===== src/hdl/midi_event_stream_parser_top_macros.svh =====
// Assertion macros for the MIDI event stream parser.
// Used by files that check their own logic; no other dependencies.
`ifndef MIDI_EVENT_STREAM_PARSER_TOP_MACROS_SVH
`define MIDI_EVENT_STREAM_PARSER_TOP_MACROS_SVH

// antecedent implies consequent in the same cycle
`define MESP_ASSERT_IMPL(lbl, clk, rst_n, ante, cons, msg) \
	lbl: assert property (@(posedge clk) disable iff (!(rst_n)) (ante) |-> (cons)) \
		else $error(msg);

// antecedent implies consequent in the following cycle
`define MESP_ASSERT_NEXT(lbl, clk, rst_n, ante, cons, msg) \
	lbl: assert property (@(posedge clk) disable iff (!(rst_n)) (ante) |=> (cons)) \
		else $error(msg);

`endif


===== src/hdl/mesp_pkg.sv =====
// Shared types and constants for the MIDI event stream parser.
// No dependencies; used by the stream and result interfaces and all modules.
`default_nettype none
package mesp_pkg;

	localparam int TABLE_DEPTH_DEF = 128;
	localparam int TIDX_W          = 7;
	localparam int TENTRY_W        = 16;
	localparam int DELTA_W         = 32;

	localparam logic [7:0] STATUS_META = 8'hFF;
	localparam logic [7:0] META_EOT    = 8'h2F;

	localparam logic [3:0] HI_NOTE_OFF  = 4'h8;
	localparam logic [3:0] HI_NOTE_ON   = 4'h9;
	localparam logic [3:0] HI_POLY      = 4'hA;
	localparam logic [3:0] HI_CTRL      = 4'hB;
	localparam logic [3:0] HI_PROG      = 4'hC;
	localparam logic [3:0] HI_CHAN_PRES = 4'hD;
	localparam logic [3:0] HI_BEND      = 4'hE;
	localparam logic [3:0] HI_SYSTEM    = 4'hF;

	typedef enum logic [1:0] {
		OP_BYTE    = 2'd0,
		OP_LOAD    = 2'd1,
		OP_RESTART = 2'd2,
		OP_NONE    = 2'd3
	} op_t;

	typedef enum logic [1:0] {
		KIND_CHAN      = 2'd0,
		KIND_META_HDR  = 2'd1,
		KIND_META_DATA = 2'd2,
		KIND_ERROR     = 2'd3
	} kind_t;

	localparam logic [1:0] ERR_NONE        = 2'd0;
	localparam logic [1:0] ERR_NOT_RUNNING = 2'd1;
	localparam logic [1:0] ERR_BAD_DATA    = 2'd2;

	typedef struct packed {
		logic                 valid;
		kind_t                kind;
		logic [7:0]           status;
		logic [7:0]           data1;
		logic [7:0]           data2;
		logic [1:0]           data_count;
		logic [DELTA_W-1:0]   delta_time;
		logic                 last;
		logic                 end_of_track;
		logic [1:0]           error_code;
		logic                 use_table;
	} res_t;

endpackage
`default_nettype wire


===== src/hdl/mesp_table.sv =====
// Compression table: single-port-write, registered-read memory of (status, note).
// Depends on mesp_pkg.
`default_nettype none
module mesp_table import mesp_pkg::*; #(
	parameter int DEPTH = TABLE_DEPTH_DEF,
	parameter int AW    = $clog2(DEPTH)
) (
	input  wire logic                clk,
	input  wire logic                we,
	input  wire logic [AW-1:0]       waddr,
	input  wire logic [TENTRY_W-1:0] wdata,
	input  wire logic                re,
	input  wire logic [AW-1:0]       raddr,
	output logic      [TENTRY_W-1:0] rdata
);

	logic [TENTRY_W-1:0] mem_q [DEPTH];
	logic [TENTRY_W-1:0] rdata_q;

	always_ff @(posedge clk) begin
		if (we) begin
			mem_q[waddr] <= wdata;
		end
		if (re) begin
			rdata_q <= mem_q[raddr];
		end
	end

	assign rdata = rdata_q;

endmodule
`default_nettype wire


===== config.mk =====
export PLATFORM = sky130hd
export DESIGN_NAME = mesp_table
export DESIGN_NICKNAME = d
export VERILOG_FILES = /design/src/hdl/midi_event_stream_parser_top_macros.svh /design/src/hdl/mesp_pkg.sv /design/src/hdl/mesp_table.sv
export SDC_FILE = /design/constraint.sdc
export NUM_CORES = 2
export LEC_CHECK = 0
export BUFFER_PORTS_ARGS = -buffer_cell sky130_fd_sc_hd__buf_2
export CAP_MARGIN = 20
export CORE_MARGIN = 2
export CORE_UTILIZATION = 55
export DETAILED_ROUTE_END_ITERATION = 7
export GPL_TIMING_DRIVEN = 0
export PLACE_DENSITY = 0.75
export SLEW_MARGIN = 20
export SYNTH_ARGS = -nofsm -noshare
export SYNTH_HDL_FRONTEND = slang
export SYNTH_SLANG_ARGS = --single-unit
export TNS_END_PERCENT = 20

===== constraint.sdc =====
create_clock -name clk -period 3.87 [get_ports clk]
set_input_delay 0.1935 -clock clk [delete_from_list [all_inputs] [get_ports clk]]
set_output_delay 0.1935 -clock clk [all_outputs]
set_load 0.02 [all_outputs]

After elaboration in Yosys (flattened, before gate mapping)
Memory sizes are Yosys's and may differ from the RTL's. A register that Yosys moved wholly into a read port is not among the register bits. Index checks and enable logic that the tools add are counted.

Bits in registers: 0. Bits in writable memories: 2048. Output and inout port bits: 16. Logic and storage cells: 3. Memories: 1.

Multiplexer cells: 2.

Memories: mem_q (depth 128, bits a word 16, read ports 1, clocked after memory_dff 1, write ports 1, line mesp_table.sv:17) `logic [TENTRY_W-1:0] mem_q [DEPTH];`.

Operator list (number): 1-bit two-way mux (2).

Logic depth before layout (Yosys ltp)
Depth after elaboration: 2. Gate-level depth with buffers: 7.

Least setup slack after synthesis
Ideal clock, no wire load.

Path kind: in2reg. Start: input port raddr[0]. End: register rdata_q[0], in the netlist rdata[0] (read register of mem_q) (data pin). Library setup time: 0.260 ns. Arrival: 2.568 ns. Path slack: 1.042 ns. Cell stages on the path: 6. Buffers on the path: 2. Cell sequence: buf_2 buf_1 mux4_2 mux4_2 mux4_2 mux2_2.

RTL lines: from (decl) (line mesp_table.sv:13) `input wire logic [AW-1:0] raddr,`; to (decl) (line mesp_table.sv:18) `logic [TENTRY_W-1:0] rdata_q;`.

==> flow_summary.toml <==
[yosys]
syn_inst = 3086
synth_cell_types = 16
ys_ff_latch = 2064
synth_flop_cell = "edfxtp_1"
synthTopCellsByCount = "edfxtp_1 (2064), mux4_2 (672), nor2_1 (122)"
async_flop_share = 0
synth_xor_area_frac = 0
yosysTopAreaCellShare = 0.788
synth.mux.area_fraction = 0.195
synthAdderAreaFrac = 0
synth_top_family_by_area = "multiplexers"
avgSynthCellArea_um2 = 25.5
syn-num-nets = 3119
yosys_warnings = 0
synthSimpleGateAreaFrac = 0.00886
netlist_area_um2 = 78700
synth_area_leaders = "edfxtp_1 (79%), mux4_2 (19%), nor2_1 (0.58%)"
synth_enable_flop_cells = 2064
yosysMostFrequentCell = "edfxtp_1"
synth_compound_area_frac = 0
yosysTopAreaCell = "edfxtp_1"
ys_seq_area_frac = 0.788

[critical_path]
ff2ff_setup_slack_ns = 1.09
cp_data_required_time_ns = 4.43
cp-end-kind = "flip-flop"
cp_max_fo = 10
r2r-end = "rdata[5]$_DFFE_PP_"
r2r_cells = 4
cpMostUsedCell = "mux4_2"
crit_slowest_cell = "buf_1"
cpPeakStageDelay_ns = 0.93
path_delay_family = "buffers and inverters"
cp.arrival_ns = 4.60
cp-start-kind = "input port"
crit_chain = "clkbuf_1 > clkbuf_1 > buf_1 > mux4_2 > mux4_2 > mux4_2 > mux2_2"
r2r_start = "mem_q[85][5]$_DFFE_PP_"
path_class = "input port to flip-flop"
critPathBufInv = 3

[hold_path]
hp-class = "input port to flip-flop"
min_path_cells = 2
min_from = "raddr[5]"
min_to = "rdata[2]$_DFFE_PP_"

[detailed_routing]
vias = 36900
drt_iter0_markers = 5884
routedWlPerCell_um = 35.8
vias_per_cell = 6.68
ant_nets = 0
first_pass_iters = 7
drc = 0
routed_wl_um = 198000

[sta]
setup_ws_ns = -0.174
fin_setup_tns_ns = -0.998
fin_skew_ns = 0.0346
tightest_slew_ns = 1.25
rsz0062_at_grt = "false"
fin_crit_sh = 1.04
setup_violations = 10
maxSlewViolCount = 0
fmax_mhz = 247
finalHoldViolations = 0
fin_crit_ns = 4.04
slew_headroom = 0.170
whs_ns = 0.0801

[pwr]
p_clk_frac = 0.405
p_leak_nw = 27.7
p_int_mw = 36.0
sw_frac_of_total = 0.214
power_density_nw_per_um2 = 510
max-vdd-ir-drop_mv = 0.378
seq_power_share = 0.539
combPwrFrac = 0.056
p_sw_mw = 9.84

[cts]
clockRootBuffer = "clkbuf_16"
clk_path_buf_depth = 3
clkTransAtPathRegs_ns = 0.06
cts.sinks = 2064
cts_tree = "yes"
clk_latency_ns = 0.85
postCtsSetupBuffers = 0
htreeDepth = 4
numCtsBuffers = 196

[die]
start_util = 0.555
dieArea_um2 = 146000
io_pins = 49
row_count = 138
core_um2 = 142000
die_w_um = 382
dieHeight_um = 382

[final_layout]
drive_above_1_share = 0.367
utilization = 0.635
syn2layout_area_growth_pct = 14.4
register_area_um2 = 62000
nets = 3510
fill_cells = 8629
multi_input_area_um2 = 16400

[place]
numPortBuffers = 38
place_congestion = 0.923
dp.final_hpwl_um = 128000

[outcome]
status = "complete, but fails checks"
violations = "negative setup slack"

[global_route]
grt_pass1_wl_um = 279000
antenna_found_initial = 26
grt_remaining_overflow = 0
first_global_vias = 37000
grt.total_usage = 0.275
grt_max_degree = 109

[flow_run]
maxCapViolCount = 0
[cell type report]
class | instances | area share
Multi-Input combinational cell | 858 | 0.182
Timing Repair Buffer | 193 | 0.0262
Clock buffer | 236 | 0.0564
Buffer | 164 | 0.00798
Antenna cell | 3 | 0.0000834
Clock inverter | 121 | 0.0122
Sequential cell | 2064 | 0.689
Tap cell | 1890 | 0.0263
[cell usage in the layout (no fill, tap or decap), types with 25 or more instances in the layout]
cell       netlist  final
clkbuf_1        82    103
edfxtp_1      2064   2064
nor2_2           0    109
clkinv_2         0     36
buf_2           52     76
buf_1           28     25
buf_6            1     87
buf_8            0     32
clkinv_1         0     48
clkbuf_16        0    197
mux4_2         672    672
[registers in the layout, summed over array words and instances (netlist names)]
signal,cells
mem_q,2048
rdata,16
[logic make-up after synthesis]
| group | Yosys count |
|---|---|
| flip-flops | 2064 |
| multiplexers | 688 |
| buffers and inverters | 164 |
| AND/OR/NAND/NOR | 170 |
[per-layer routing]
| metal | GRT usage | vias to the layer above | share of wire |
|---|---|---|---|
| met4 | 0.110 | 24 | 0.045 |
| li1 | - | 14300 | - |
| met3 | 0.0801 | 471 | 0.12 |
| met5 | 0 | - | 0.00074 |
| met1 | 0.366 | 19600 | 0.35 |
| met2 | 0.433 | 2564 | 0.48 |
[worst register-to-register path: cells and delay by family (launching register included)]
| family | cells | cell delay, ns |
|---|---|---|
| flops | 1 | 0.37 |
| mux | 4 | 2.14 |
[worst max-delay path by stage]
stage,start,cells past startpoint,slack [ns],end
floorplan,raddr[0],6,1.04,rdata[0]$_DFFE_PP_
global placement,raddr[2],7,-1.13,rdata[15]$_DFFE_PP_
detailed placement,raddr[2],7,-0.94,rdata[2]$_DFFE_PP_
CTS,raddr[2],7,0.01,rdata[12]$_DFFE_PP_
global route,raddr[2],7,0.03,rdata[12]$_DFFE_PP_
finish,raddr[2],7,-0.17,rdata[12]$_DFFE_PP_
[metrics by stage]
stage | setup WS, ns | cells | instance area, µm² | power (mW)
5_1_grt | 0.0342 | 5528 | 90000 | 46.8
2_1_floorplan | 1.04 | 3086 | 78700 | 26.4
3_3_place_gp | -1.13 | 5014 | 81200 | 27.6
6_report | -0.174 | 5529 | 90000 | 45.9
3_5_place_dp | -0.944 | 5151 | 83600 | 27.7
4_1_cts | 0.0107 | 5526 | 90000 | 46.0
[repair_timing]
action | in CTS | in global routing
endpoints found under the setup margin | 6 | 0
resized for setup | 1 | 0
endpoints found under the hold margin | 835 | 0
hold buffers | 18 | 0
[power by group through the flow]
stage	registers (mW)	logic [mW]	clock network, mW
3_3_place_gp	25.2	2.33	0
4_1_cts	24.7	2.53	18.7
3_5_place_dp	25.2	2.48	0
5_1_grt	24.7	2.62	19.5
2_1_floorplan	25.2	1.21	0
6_report	24.7	2.55	18.6
Power figures use the tool's default switching activity.
