===== config.mk =====
export PLATFORM = sky130hd
export DESIGN_NAME = mesp_parser
export DESIGN_NICKNAME = d
export VERILOG_FILES = /design/src/hdl/midi_event_stream_parser_top_macros.svh /design/src/hdl/mesp_pkg.sv /design/src/hdl/mesp_parser.sv
export SDC_FILE = /design/constraint.sdc
export NUM_CORES = 1
export LEC_CHECK = 0
export BUFFER_PORTS_ARGS = -buffer_cell sky130_fd_sc_hd__buf_4
export CAP_MARGIN = 20
export CORE_ASPECT_RATIO = 0.8
export CORE_MARGIN = 2
export CORE_UTILIZATION = 25
export DETAILED_ROUTE_END_ITERATION = 16
export PLACE_DENSITY_LB_ADDON = 0.2
export SLEW_MARGIN = 15
export SYNTH_ARGS = -nofsm -noshare
export SYNTH_HDL_FRONTEND = slang
export SYNTH_SLANG_ARGS = --single-unit

===== constraint.sdc =====
create_clock -name clk -period 6.5 [get_ports clk]
set_input_delay 1.625 -clock clk [delete_from_list [all_inputs] [get_ports clk]]
set_output_delay 1.625 -clock clk [all_outputs]
set_load 0.02 [all_outputs]

===== src/hdl/midi_event_stream_parser_top_macros.svh =====
// Assertion macros for the MIDI event stream parser.
// Used by files that check their own logic; no other dependencies.
`ifndef MIDI_EVENT_STREAM_PARSER_TOP_MACROS_SVH
`define MIDI_EVENT_STREAM_PARSER_TOP_MACROS_SVH

// antecedent implies consequent in the same cycle
`define MESP_ASSERT_IMPL(lbl, clk, rst_n, ante, cons, msg) \
	lbl: assert property (@(posedge clk) disable iff (!(rst_n)) (ante) |-> (cons)) \
		else $error(msg);

// antecedent implies consequent in the following cycle
`define MESP_ASSERT_NEXT(lbl, clk, rst_n, ante, cons, msg) \
	lbl: assert property (@(posedge clk) disable iff (!(rst_n)) (ante) |=> (cons)) \
		else $error(msg);

`endif


===== src/hdl/mesp_pkg.sv =====
// Shared types and constants for the MIDI event stream parser.
// No dependencies; used by the stream and result interfaces and all modules.
`default_nettype none
package mesp_pkg;

	localparam int TABLE_DEPTH_DEF = 128;
	localparam int TIDX_W          = 7;
	localparam int TENTRY_W        = 16;
	localparam int DELTA_W         = 32;

	localparam logic [7:0] STATUS_META = 8'hFF;
	localparam logic [7:0] META_EOT    = 8'h2F;

	localparam logic [3:0] HI_NOTE_OFF  = 4'h8;
	localparam logic [3:0] HI_NOTE_ON   = 4'h9;
	localparam logic [3:0] HI_POLY      = 4'hA;
	localparam logic [3:0] HI_CTRL      = 4'hB;
	localparam logic [3:0] HI_PROG      = 4'hC;
	localparam logic [3:0] HI_CHAN_PRES = 4'hD;
	localparam logic [3:0] HI_BEND      = 4'hE;
	localparam logic [3:0] HI_SYSTEM    = 4'hF;

	typedef enum logic [1:0] {
		OP_BYTE    = 2'd0,
		OP_LOAD    = 2'd1,
		OP_RESTART = 2'd2,
		OP_NONE    = 2'd3
	} op_t;

	typedef enum logic [1:0] {
		KIND_CHAN      = 2'd0,
		KIND_META_HDR  = 2'd1,
		KIND_META_DATA = 2'd2,
		KIND_ERROR     = 2'd3
	} kind_t;

	localparam logic [1:0] ERR_NONE        = 2'd0;
	localparam logic [1:0] ERR_NOT_RUNNING = 2'd1;
	localparam logic [1:0] ERR_BAD_DATA    = 2'd2;

	typedef struct packed {
		logic                 valid;
		kind_t                kind;
		logic [7:0]           status;
		logic [7:0]           data1;
		logic [7:0]           data2;
		logic [1:0]           data_count;
		logic [DELTA_W-1:0]   delta_time;
		logic                 last;
		logic                 end_of_track;
		logic [1:0]           error_code;
		logic                 use_table;
	} res_t;

endpackage
`default_nettype wire


===== src/hdl/mesp_parser.sv =====
// Byte-serial phase machine: decodes delta, status and data bytes into result items.
// Depends on mesp_pkg; drives the table read address for compressed poly pressure.
`default_nettype none
module mesp_parser import mesp_pkg::*; #(
	parameter int AW = TIDX_W
) (
	input  wire logic        clk,
	input  wire logic        arst_n,
	input  wire logic        acc,
	input  wire logic        adv,
	input  wire logic [1:0]  opcode,
	input  wire logic [7:0]  byte_value,
	input  wire logic        comp_mode,
	output logic [AW-1:0]    rd_addr,
	output res_t             res_s1
);

	typedef enum logic [2:0] {
		PH_DELTA     = 3'd0,
		PH_STATUS    = 3'd1,
		PH_ONE       = 3'd2,
		PH_TWO_A     = 3'd3,
		PH_TWO_B     = 3'd4,
		PH_META_TYPE = 3'd5,
		PH_META_LEN  = 3'd6,
		PH_META_DATA = 3'd7
	} phase_t;

	typedef enum logic [1:0] {
		RUN_OK  = 2'd0,
		RUN_EOT = 2'd1,
		RUN_ERR = 2'd2
	} run_t;

	run_t               run_q, run_d;
	phase_t             phase_q, phase_d;
	logic [DELTA_W-1:0] delta_q, delta_d;
	logic [7:0]         rs_q, rs_d;
	logic [7:0]         held_q, held_d;
	logic [7:0]         rem_q, rem_d;
	res_t               res_d;

	always_comb begin
		logic [7:0] b;
		logic [7:0] st;
		logic [7:0] rem_m1;
		phase_t     eph;
		phase_t     fin_ph;
		logic       bad;
		logic       do_data;

		b       = byte_value;
		run_d   = run_q;
		phase_d = phase_q;
		delta_d = delta_q;
		rs_d    = rs_q;
		held_d  = held_q;
		rem_d   = rem_q;
		res_d   = '0;
		st      = (phase_q == PH_STATUS && b[7]) ? b : rs_q;
		rem_m1  = rem_q - 8'd1;
		eph     = phase_q;
		bad     = 1'b0;
		do_data = 1'b0;
		fin_ph  = (b[7] && st != STATUS_META) ? PH_STATUS : PH_DELTA;
		rd_addr = AW'({b[6:4], st[3:0]});

		if (acc) begin
			case (op_t'(opcode))
				OP_BYTE: begin
					if (run_q != RUN_OK) begin
						res_d.valid      = 1'b1;
						res_d.kind       = KIND_ERROR;
						res_d.last       = 1'b1;
						res_d.error_code = ERR_NOT_RUNNING;
					end else if (phase_q == PH_DELTA) begin
						delta_d = {delta_q[DELTA_W-8:0], 7'd0} + DELTA_W'(b[6:0]);
						if (!b[7]) begin
							phase_d = PH_STATUS;
						end
					end else begin
						do_data = 1'b1;
						if (phase_q == PH_STATUS) begin
							rs_d = st;
							case (st[7:4])
								HI_NOTE_OFF, HI_PROG, HI_CHAN_PRES: eph = PH_ONE;
								HI_POLY: eph = comp_mode ? PH_ONE : PH_TWO_A;
								HI_NOTE_ON, HI_CTRL, HI_BEND: eph = PH_TWO_A;
								HI_SYSTEM: begin
									if (st == STATUS_META) begin
										eph = PH_META_TYPE;
									end else begin
										bad = 1'b1;
									end
								end
								default: bad = 1'b1;
							endcase
							if (bad) begin
								do_data          = 1'b0;
								run_d            = RUN_ERR;
								res_d.valid      = 1'b1;
								res_d.kind       = KIND_ERROR;
								res_d.last       = 1'b1;
								res_d.error_code = ERR_BAD_DATA;
							end else if (b[7]) begin
								do_data = 1'b0;
								phase_d = eph;
							end
						end
						if (do_data) begin
							res_d.delta_time = delta_q;
							res_d.last       = 1'b1;
							case (eph)
								PH_ONE: begin
									res_d.valid = 1'b1;
									res_d.kind  = KIND_CHAN;
									res_d.data_count = (st[7:4] == HI_POLY) ? 2'd2 : 2'd1;
									if (st[7:4] == HI_POLY) begin
										res_d.use_table = 1'b1;
										res_d.data2     = {1'b0, b[3:0], 3'd0};
									end else begin
										res_d.status = st;
										res_d.data1  = {1'b0, b[6:0]};
									end
									phase_d = fin_ph;
									delta_d = '0;
								end
								PH_TWO_A: begin
									held_d  = b;
									phase_d = PH_TWO_B;
								end
								PH_TWO_B: begin
									res_d.valid      = 1'b1;
									res_d.kind       = KIND_CHAN;
									res_d.status     = st;
									res_d.data1      = held_q;
									res_d.data2      = {1'b0, b[6:0]};
									res_d.data_count = 2'd2;
									phase_d          = fin_ph;
									delta_d          = '0;
								end
								PH_META_TYPE: begin
									held_d  = b;
									phase_d = PH_META_LEN;
								end
								PH_META_LEN: begin
									res_d.valid  = 1'b1;
									res_d.kind   = KIND_META_HDR;
									res_d.status = STATUS_META;
									res_d.data1  = held_q;
									res_d.data2  = b;
									res_d.last   = (b == 8'd0);
									res_d.end_of_track = (held_q == META_EOT) && (b == 8'd0);
									rem_d = b;
									if (b == 8'd0) begin
										if (held_q == META_EOT) begin
											run_d = RUN_EOT;
										end
										phase_d = PH_DELTA;
										delta_d = '0;
									end else begin
										phase_d = PH_META_DATA;
									end
								end
								PH_META_DATA: begin
									res_d.valid  = 1'b1;
									res_d.kind   = KIND_META_DATA;
									res_d.status = STATUS_META;
									res_d.data1  = b;
									res_d.last   = (rem_m1 == 8'd0);
									rem_d        = rem_m1;
									if (rem_m1 == 8'd0) begin
										phase_d = PH_DELTA;
										delta_d = '0;
									end
								end
								default: begin
									res_d.valid = 1'b0;
								end
							endcase
						end
					end
				end
				OP_RESTART: begin
					run_d   = RUN_OK;
					phase_d = PH_DELTA;
					delta_d = '0;
					rs_d    = '0;
					held_d  = '0;
					rem_d   = '0;
				end
				default: begin
					res_d.valid = 1'b0;
				end
			endcase
		end
	end

	always_ff @(posedge clk or negedge arst_n) begin
		if (!arst_n) begin
			run_q   <= RUN_OK;
			phase_q <= PH_DELTA;
			delta_q <= '0;
			rs_q    <= '0;
			held_q  <= '0;
			rem_q   <= '0;
			res_s1  <= '0;
		end else begin
			run_q   <= run_d;
			phase_q <= phase_d;
			delta_q <= delta_d;
			rs_q    <= rs_d;
			held_q  <= held_d;
			rem_q   <= rem_d;
			if (adv) begin
				res_s1 <= res_d;
			end
		end
	end

endmodule
`default_nettype wire


=== Word-level counts from Yosys, hierarchy flattened ===
Cells that the tools add are included.

* Input bits: 15
* Word-level logic and storage cells: 164
* Output and inout port bits: 73
* Flip-flop bits (word level): 127

* Multiplexer cells: 94
* Add/sub/neg operators: 2
* Reductions and logical operators: 21
* Equality and inequality tests: 30

{| class="wikitable"
|+ Operators with widths
! operator !! number
|-
| 32-bit 2-to-1 mux || 5
|-
| 66-bit 2-to-1 mux || 2
|-
| 32-bit one-hot mux with 3 select lines || 1
|-
| 8-bit 2-to-1 mux || 11
|-
| 18-bit one-hot mux with 4 select lines || 1
|-
| 65-bit 2-to-1 mux || 1
|-
| 32-bit one-hot mux with 2 select lines || 1
|-
| 8-bit one-hot mux with 2 select lines || 4
|-
| 63-bit 2-to-1 mux || 1
|-
| 58-bit 2-to-1 mux || 1
|-
| 3-bit 2-to-1 mux || 18
|-
| 32-bit by 7-bit adder with 32-bit output || 1
|-
| 4-bit == test, second input constant || 8
|-
| 1-bit 2-to-1 mux || 25
|-
| 2-bit 2-to-1 mux || 12
|-
| 8-bit one-hot mux with 3 select lines || 1
|-
| 8-bit logical NOT || 2
|-
| 16-bit 2-to-1 mux || 1
|-
| 3-bit one-hot mux with 5 select lines || 1
|-
| 3-bit == test, second input constant || 4
|-
| 3-bit one-hot mux with 4 select lines || 1
|-
| 6-bit AND reduction || 2
|-
| 2-bit inequality test, second input constant || 5
|-
| 8-bit by 6-bit == test with 1-bit output, second input constant || 1
|-
| other kinds (25) || 37
|}

=== Depth between registers and ports, before layout ===
Gate-level depths: netlist of the first run.

* Word-level depth: 22
* Mapped depth: 10

=== Least setup slack after synthesis of the first run ===
No wires, ideal clock.

* Path kind: input port to output port
* Start point: in byte_value[7]
* End point: out rd_addr[0]
* Slack: 2,395 ps
* Stages: 5
* Buffers on the path: 2
* Arrival time: 2,480 ps
* Path through: nand4bb_1 > buf_2 > buf_2 > mux2i_1 > inv_1

* Longest elaborated chain between the ends: 2

{| class="wikitable"
|+ Ends and longest elaborated chain
! item !! RTL line !! RTL
|-
| from (decl) || mesp_parser.sv:12 || <nowiki>input wire logic [7:0] byte_value,</nowiki>
|-
| 1-bit logical AND || mesp_parser.sv:60 || <nowiki>st = (phase_q == PH_STATUS && b[7]) ? b : rs_q;</nowiki>
|-
| 8-bit 2-to-1 mux || mesp_parser.sv:60 ||
|-
| to (decl) || mesp_parser.sv:14 || <nowiki>output logic [AW-1:0] rd_addr,</nowiki>
|}

No other way between the ends.

=== Worst setup path in the final report of the first run ===
* Start point: in byte_value[7]
* End point: out rd_addr[2]

The elaborated chain is that of the path after synthesis.

==> impl_metrics.json, run 1 <==
{
  "power_density_nw_per_um2": 364,
  "cp.buffers_inverters": 4,
  "drive_above_1_share": 0.257,
  "holdWs_ns": 0.500,
  "area_growth_pct": 25.5,
  "gr-total-overflow": 0,
  "syn_area_um2": 5920,
  "comb_power_share": 0.234,
  "cts.reportedPaths.clkPinSlew_ns": 0.05,
  "worst-setup-path-type": "primary input to output pin",
  "grt_setup_unrepaired": "no",
  "ys.flop_type": "dfrtp_1",
  "finalHoldViolations": 0,
  "tns_ns": 0,
  "grt_pass1_wl_mm": 28.7,
  "seq_power_share": 0.395,
  "finClkSkew_ns": 0.0104,
  "initial_core_util": 0.254,
  "crit_chain": "buf_4 -> nand4bb_1 -> buf_4 -> mux2i_1 -> inv_1 -> buf_4",
  "cts.sinks": 127,
  "yosys.area.top_type": "dfrtp_1",
  "crit_path_frequent_cell": "buf_4",
  "place_hpwl_mm": 12.4,
  "post_cts_buffers": 0,
  "ys_ff_latch": 127,
  "period_share": 0.672,
  "setup_viol": 0,
  "viasPerCell": 5.14,
  "via_count": 4763,
  "synth_most_common_cell": "dfrtp_1",
  "end_kind": "output pin",
  "ys_seq_area_frac": 0.537,
  "synth.cells.most_frequent": "dfrtp_1, a22o_1, nand2_1",
  "intPower_uw": 1800,
  "crit_family": "buffers and inverters",
  "cp.required_ns": 4.88,
  "nets": 619,
  "cts_buffers": 17,
  "period_minus_slack_ns": 4.37,
  "setup_ws_ns": 2.13,
  "yosysWarnings": 0,
  "fp.dieW_um": 176,
  "synth_cells": 532,
  "wire_per_inst_um": 19.9,
  "power.total_uw": 2700,
  "async_flop_share": 1.00,
  "drc": 0,
  "cpPeakStageDelay_ns": 0.33,
  "avgSynthCellArea_um2": 11.1,
  "h-tree-depth": 4,
  "hp-class": "flop to flop",
  "vdd_ir_drop_max_mv": 0.149,
  "drt-initial-drc-count": 335,
  "yosys-top-cells-area": "dfrtp_1, a22o_1, nand2_1, nor2_1, a21oi_1",
  "port_buffers": 87,
  "timing.fmax_ghz": 0.229,
  "crit_path_max_fanout": 17,
  "clockRootBuffer": "clkbuf_16",
  "postRouteWirelength_mm": 18.4,
  "antenna_found_initial": 0,
  "synth_nets": 549,
  "diodes": 0,
  "arrival_ns": 2.74,
  "netlist.area_leader.share": 0.537,
  "die-area_um2": 24900,
  "cts_tree": "done",
  "final_max_slew_viol_count": 0,
  "p_sw_uw": 901,
  "cts_hold_buf": 0,
  "slew_headroom": 0.312,
  "worst_pin_slew_ns": 1.03,
  "start_kind": "primary input",
  "ctsLongestPathBuffers": 2,
  "cts.repair.resized": 0,
  "grt_max_degree": 77,
  "ys_types": 77,
  "post-route-util": 0.318,
  "p_clk_frac": 0.371,
  "sw_frac_of_total": 0.334,
  "synth_enable_flop_cells": 0,
  "core_area_um2": 23300,
  "ios": 88,
  "gp_congestion": 0.861,
  "power_leakage_uw": 0.00341,
  "place_ws_ns": 2.16,
  "firstDrtPassIters": 5,
  "cap_violations": 0,
  "slowest_stage": "mux2i_1",
  "die-height_um": 142,
  "clk_latency_ns": 0.42,
  "status": "completed",
  "ant_nets": 0,
  "grt_pass1_vias": 4622,
  "track_usage": 0.152,
  "core.rowCount": 50
}
## final cells by class
class	instances	area, µm²
repair buffers	94	726
clock inverters	13	189
flip-flops and latches	127	3180
clock buffers	18	429
inverters	20	75.1
well taps	312	390
multi-input cells	342	2440
fillers	2386	15900
## logic make-up (layout without fill, tap and decap cells)
kind of cell,count (synthesis),count (layout),synth area share
fa+ha+maj,2,2,0.00423
xor+xnor,2,2,0.00296
buf+inv,63,145,0.0518
mux,6,6,0.0104
simple gates,133,133,0.127
compound gates,199,199,0.267
flops,127,127,0.537
## flip-flops by register name, summed over array words and instances (netlist names)
register	cells
delta_q	32
run_q	2
phase_q	3
res_s1	66
rs_q	8
held_q	8
rem_q	8
## through the flow
step                instance area, µm²  instances
finish                            7430        926
global route                      7430        926
CTS                               7400        925
detailed placement                6780        894
global placement                  6780        894
floorplan                         5920        532
## worst reg2reg max path: stages, from the launching register on
cell,delay [ns]
dfrtp_1,0.56
inv_2,0.17
nor2_1,0.81
nand2_1,0.60
a41oi_1,0.52
nor2_2,0.15
a31oi_4,0.81
a22o_1,0.27
## power groups by stage
stage,Combinational [µW],Clock [µW],Sequential [µW]
final,633,1000,1070
after global routing,695,1060,1090
after CTS,629,1020,1060
after detailed placement,627,0,1070
after global placement,623,0,1080
after floorplan,486,0,1020
## layout by cell type (no fill, tap or decap), types with 3 or more instances in the layout
| cell | n |
|---|---|
| nor3_1 | 6 |
| nor2_1 | 25 |
| bufinv_16 | 4 |
| o21ai_0 | 18 |
| a31oi_1 | 3 |
| a22o_1 | 68 |
| o211ai_1 | 3 |
| nand4_1 | 5 |
| nand3_1 | 13 |
| a32o_1 | 4 |
| a22oi_1 | 11 |
| clkbuf_16 | 17 |
| inv_1 | 18 |
| nor3_2 | 4 |
| mux2i_1 | 5 |
| buf_4 | 93 |
| o2bb2ai_1 | 9 |
| o21ai_1 | 18 |
| a221o_1 | 7 |
| clkinv_4 | 3 |
| nor4_1 | 3 |
| a21boi_0 | 3 |
| dfrtp_1 | 127 |
| o21a_1 | 4 |
| o31ai_1 | 7 |
| nand2b_1 | 5 |
| nor2_2 | 3 |
| a21oi_1 | 18 |
| nor2b_1 | 10 |
| or3_1 | 3 |
| nand2_1 | 28 |
| and3_1 | 6 |
## path summary, 6_finish.rpt
check | start | to | slack, ns | depth (start not counted)
min in group asynchronous | arst_n | res_s1[49] | 1.08 | 1
worst min register to register | res_s1[3] | res_s1[3] | 0.50 | 1
worst max register to register | phase_q[2] | delta_q[5] | 2.54 | 7
worst max-delay path | byte_value[7] | rd_addr[2] | 2.13 | 6
max in group asynchronous | arst_n | res_s1[3] | 4.11 | 3
worst min-delay path | res_s1[3] | res_s1[3] | 0.50 | 1
## routing by layer
metal  vias to the layer above  part of all wire  global-route usage
met5                         -                 0                   0
met4                         0             0.018              0.0509
met3                        24             0.060              0.0351
met2                       159              0.41               0.207
met1                      2414              0.51               0.233
li1                       2166                 -                   -
(Power assumes the default switching activity.)
==> run 2, diff against run 1 <==
ABC_AREA = 1   (was unset)
clock period = 3.85 ns   (was 6.5 ns; I/O delays follow)
==> impl_metrics.json, run 2 <==
{
  "crit_chain": "inv_1 -> nand4_1 -> buf_4 -> nand2_1 -> nand2_1 -> nand2_1 -> nor2_1 -> nand3_1 -> nand2_1 -> nand2_4 -> nand2_1 -> a21oi_1 -> o21ai_1 -> o21ai_0",
  "async_flop_share": 1.00,
  "h-tree-depth": 4,
  "synth_nets": 783,
  "initial_core_util": 0.255,
  "drive_above_1_share": 0.187,
  "power.total_uw": 4080,
  "top_regs": "res_s1 (66), delta_q (32)",
  "cts_buffers": 17,
  "viasPerCell": 4.51,
  "ff2ff_setup_slack_ns": 0.70,
  "power_leakage_uw": 0.00390,
  "synth_enable_flop_cells": 0,
  "reg2reg_from": "phase_q[2]",
  "cts_tree": "done",
  "synth.cells.most_frequent": "nand2_1, dfrtp_1, inv_1",
  "start_kind": "flop",
  "worst_pin_slew_ns": 0.952,
  "seq_power_share": 0.386,
  "period_share": 0.818,
  "grt_max_degree": 52,
  "track_usage": 0.148,
  "p_sw_uw": 1250,
  "period_minus_slack_ns": 3.15,
  "layout_common_cells": "nand2_1, dfrtp_1, buf_4",
  "netlist.area_leader.share": 0.510,
  "slew_headroom": 0.361,
  "cap_violations": 0,
  "crit_path_max_fanout": 16,
  "end_kind": "flop",
  "ys.flop_type": "dfrtp_1",
  "cp.buffers_inverters": 2,
  "place_hpwl_mm": 13.4,
  "grt_setup_unrepaired": "no",
  "drc": 0,
  "cts.reportedPaths.clkPinSlew_ns": 0.06,
  "core.rowCount": 51,
  "wire_per_inst_um": 15.9,
  "avgSynthCellArea_um2": 8.14,
  "gr-total-overflow": 0,
  "clockRootBuffer": "clkbuf_16",
  "mostFrequentLayoutCell": "nand2_1",
  "cts.sinks": 127,
  "top_register": "res_s1",
  "holdWs_ns": 0.468,
  "cpPeakStageDelay_ns": 0.75,
  "yosys-top-cells-area": "dfrtp_1, nand2_1, nand3_1, o21ai_0, inv_1",
  "clk_latency_ns": 0.42,
  "nets": 865,
  "gp_congestion": 0.861,
  "place_ws_ns": 0.354,
  "die-area_um2": 26200,
  "cts_hold_buf": 0,
  "ys_seq_area_frac": 0.510,
  "yosysWarnings": 0,
  "ant_nets": 0,
  "setup_ws_ns": 0.702,
  "ys_ff_latch": 127,
  "worst-setup-path-type": "flop to flop",
  "ctsLongestPathBuffers": 2,
  "tns_ns": 0,
  "crit_path_start": "phase_q[2]",
  "syn_area_um2": 6240,
  "crit_family": "compound AO/OA/AOI/OAI gates",
  "core_area_um2": 24400,
  "arrival_ns": 3.40,
  "timing.fmax_ghz": 0.318,
  "final_max_slew_viol_count": 0,
  "slowest_stage": "o21ai_1",
  "fp.dieW_um": 181,
  "drt-initial-drc-count": 415,
  "firstDrtPassIters": 5,
  "postRouteWirelength_mm": 18.7,
  "synth_most_common_cell": "nand2_1",
  "intPower_uw": 2830,
  "antenna_found_initial": 0,
  "placed_area_um2": 7150,
  "area_growth_pct": 24.7,
  "post_cts_buffers": 0,
  "sw_frac_of_total": 0.306,
  "crit_path_frequent_cell": "nand2_1",
  "grt_pass1_vias": 5191,
  "status": "completed",
  "setup_viol": 0,
  "largest_register_ffs": 66,
  "ios": 88,
  "p_clk_frac": 0.416,
  "via_count": 5316,
  "die-height_um": 145,
  "stdcell_area_um2": 7770,
  "diodes": 0,
  "synth_cells": 766,
  "hp-start": "delta_q[22]",
  "vdd_ir_drop_max_mv": 0.336,
  "grt_pass1_wl_mm": 30.1,
  "port_buffers": 87,
  "cp.required_ns": 4.11,
  "cts.repair.resized": 0,
  "yosys.area.top_type": "dfrtp_1",
  "finalHoldViolations": 0,
  "comb_power_share": 0.197,
  "hp-class": "flop to flop",
  "power_density_nw_per_um2": 524,
  "ys_types": 44,
  "finClkSkew_ns": 0.0126
}
## run 2: cell count changes in the layout (fill, tap and decap cells not counted), moves of 9 or more
cell | before | now
o22ai_1 | 2 | 11
nor2b_1 | 10 | 0
o21ai_0 | 18 | 54
o2bb2ai_1 | 9 | 0
a22oi_1 | 11 | 1
nand2_2 | 2 | 14
nand2_1 | 28 | 242
a22o_1 | 68 | 9
inv_1 | 18 | 70
nor2_1 | 25 | 54
nand3_1 | 13 | 58
## run 2: power by group through the flow
stage / registers, µW / logic [µW] / clock network [µW]
after floorplan: 1570 / 571 / 0
after global placement: 1600 / 814 / 0
after detailed placement: 1590 / 807 / 0
after CTS: 1570 / 811 / 1740
after global routing: 1590 / 912 / 1790
final: 1570 / 805 / 1700
## run 2: worst min-delay path, delay by kind of cell, from the launching register on
family / cells / cell delay (ns)
DFF: 1 / 0.34
and+or+nand+nor: 2 / 0.09
## run 2: final timing paths
path | cells past startpoint | end
min in group asynchronous | 1 | res_s1[2]
hold / removal | 2 | delta_q[22]
setup reg to reg | 14 | held_q[1]
max in group asynchronous | 2 | rem_q[0]
setup / recovery | 14 | held_q[1]
hold reg to reg | 2 | delta_q[22]
## run 2: final cells by class
| class | instances | area [µm²] |
|---|---|---|
| clock buffers | 21 | 460 |
| repair buffers | 98 | 748 |
| fillers | 2587 | 16700 |
| well taps | 318 | 398 |
| multi-input cells | 529 | 2550 |
| clock inverters | 10 | 161 |
| flip-flops and latches | 127 | 3180 |
| inverters | 75 | 282 |
## run 2: layer usage
| metal | part of all wire | GRT usage | routed length [µm] |
|---|---|---|---|
| met1 | 0.53 | 0.230 | 9990 |
| met4 | 0.017 | 0.0536 | 312 |
| met5 | 0 | 0 | 0 |
| met2 | 0.40 | 0.197 | 7570 |
| met3 | 0.047 | 0.0301 | 877 |
## run 2: cell families (layout without fill, tap and decap cells)
logic type,after synthesis,in the layout,share of synthesized area
DFF,127,127,0.510
adders and majority gates,2,2,0.00401
AOI/OAI and AO/OA,118,118,0.112
and+or+nand+nor,403,403,0.284
xor gates and xnor gates,6,6,0.00843
buffers and inverters,110,204,0.0820
## run 2: per-stage QoR
stage | util | instances
CTS | 0.318 | 1178
finish | 0.318 | 1178
global route | 0.318 | 1178
floorplan | - | 766
global placement | 0.293 | 1147
detailed placement | 0.293 | 1147
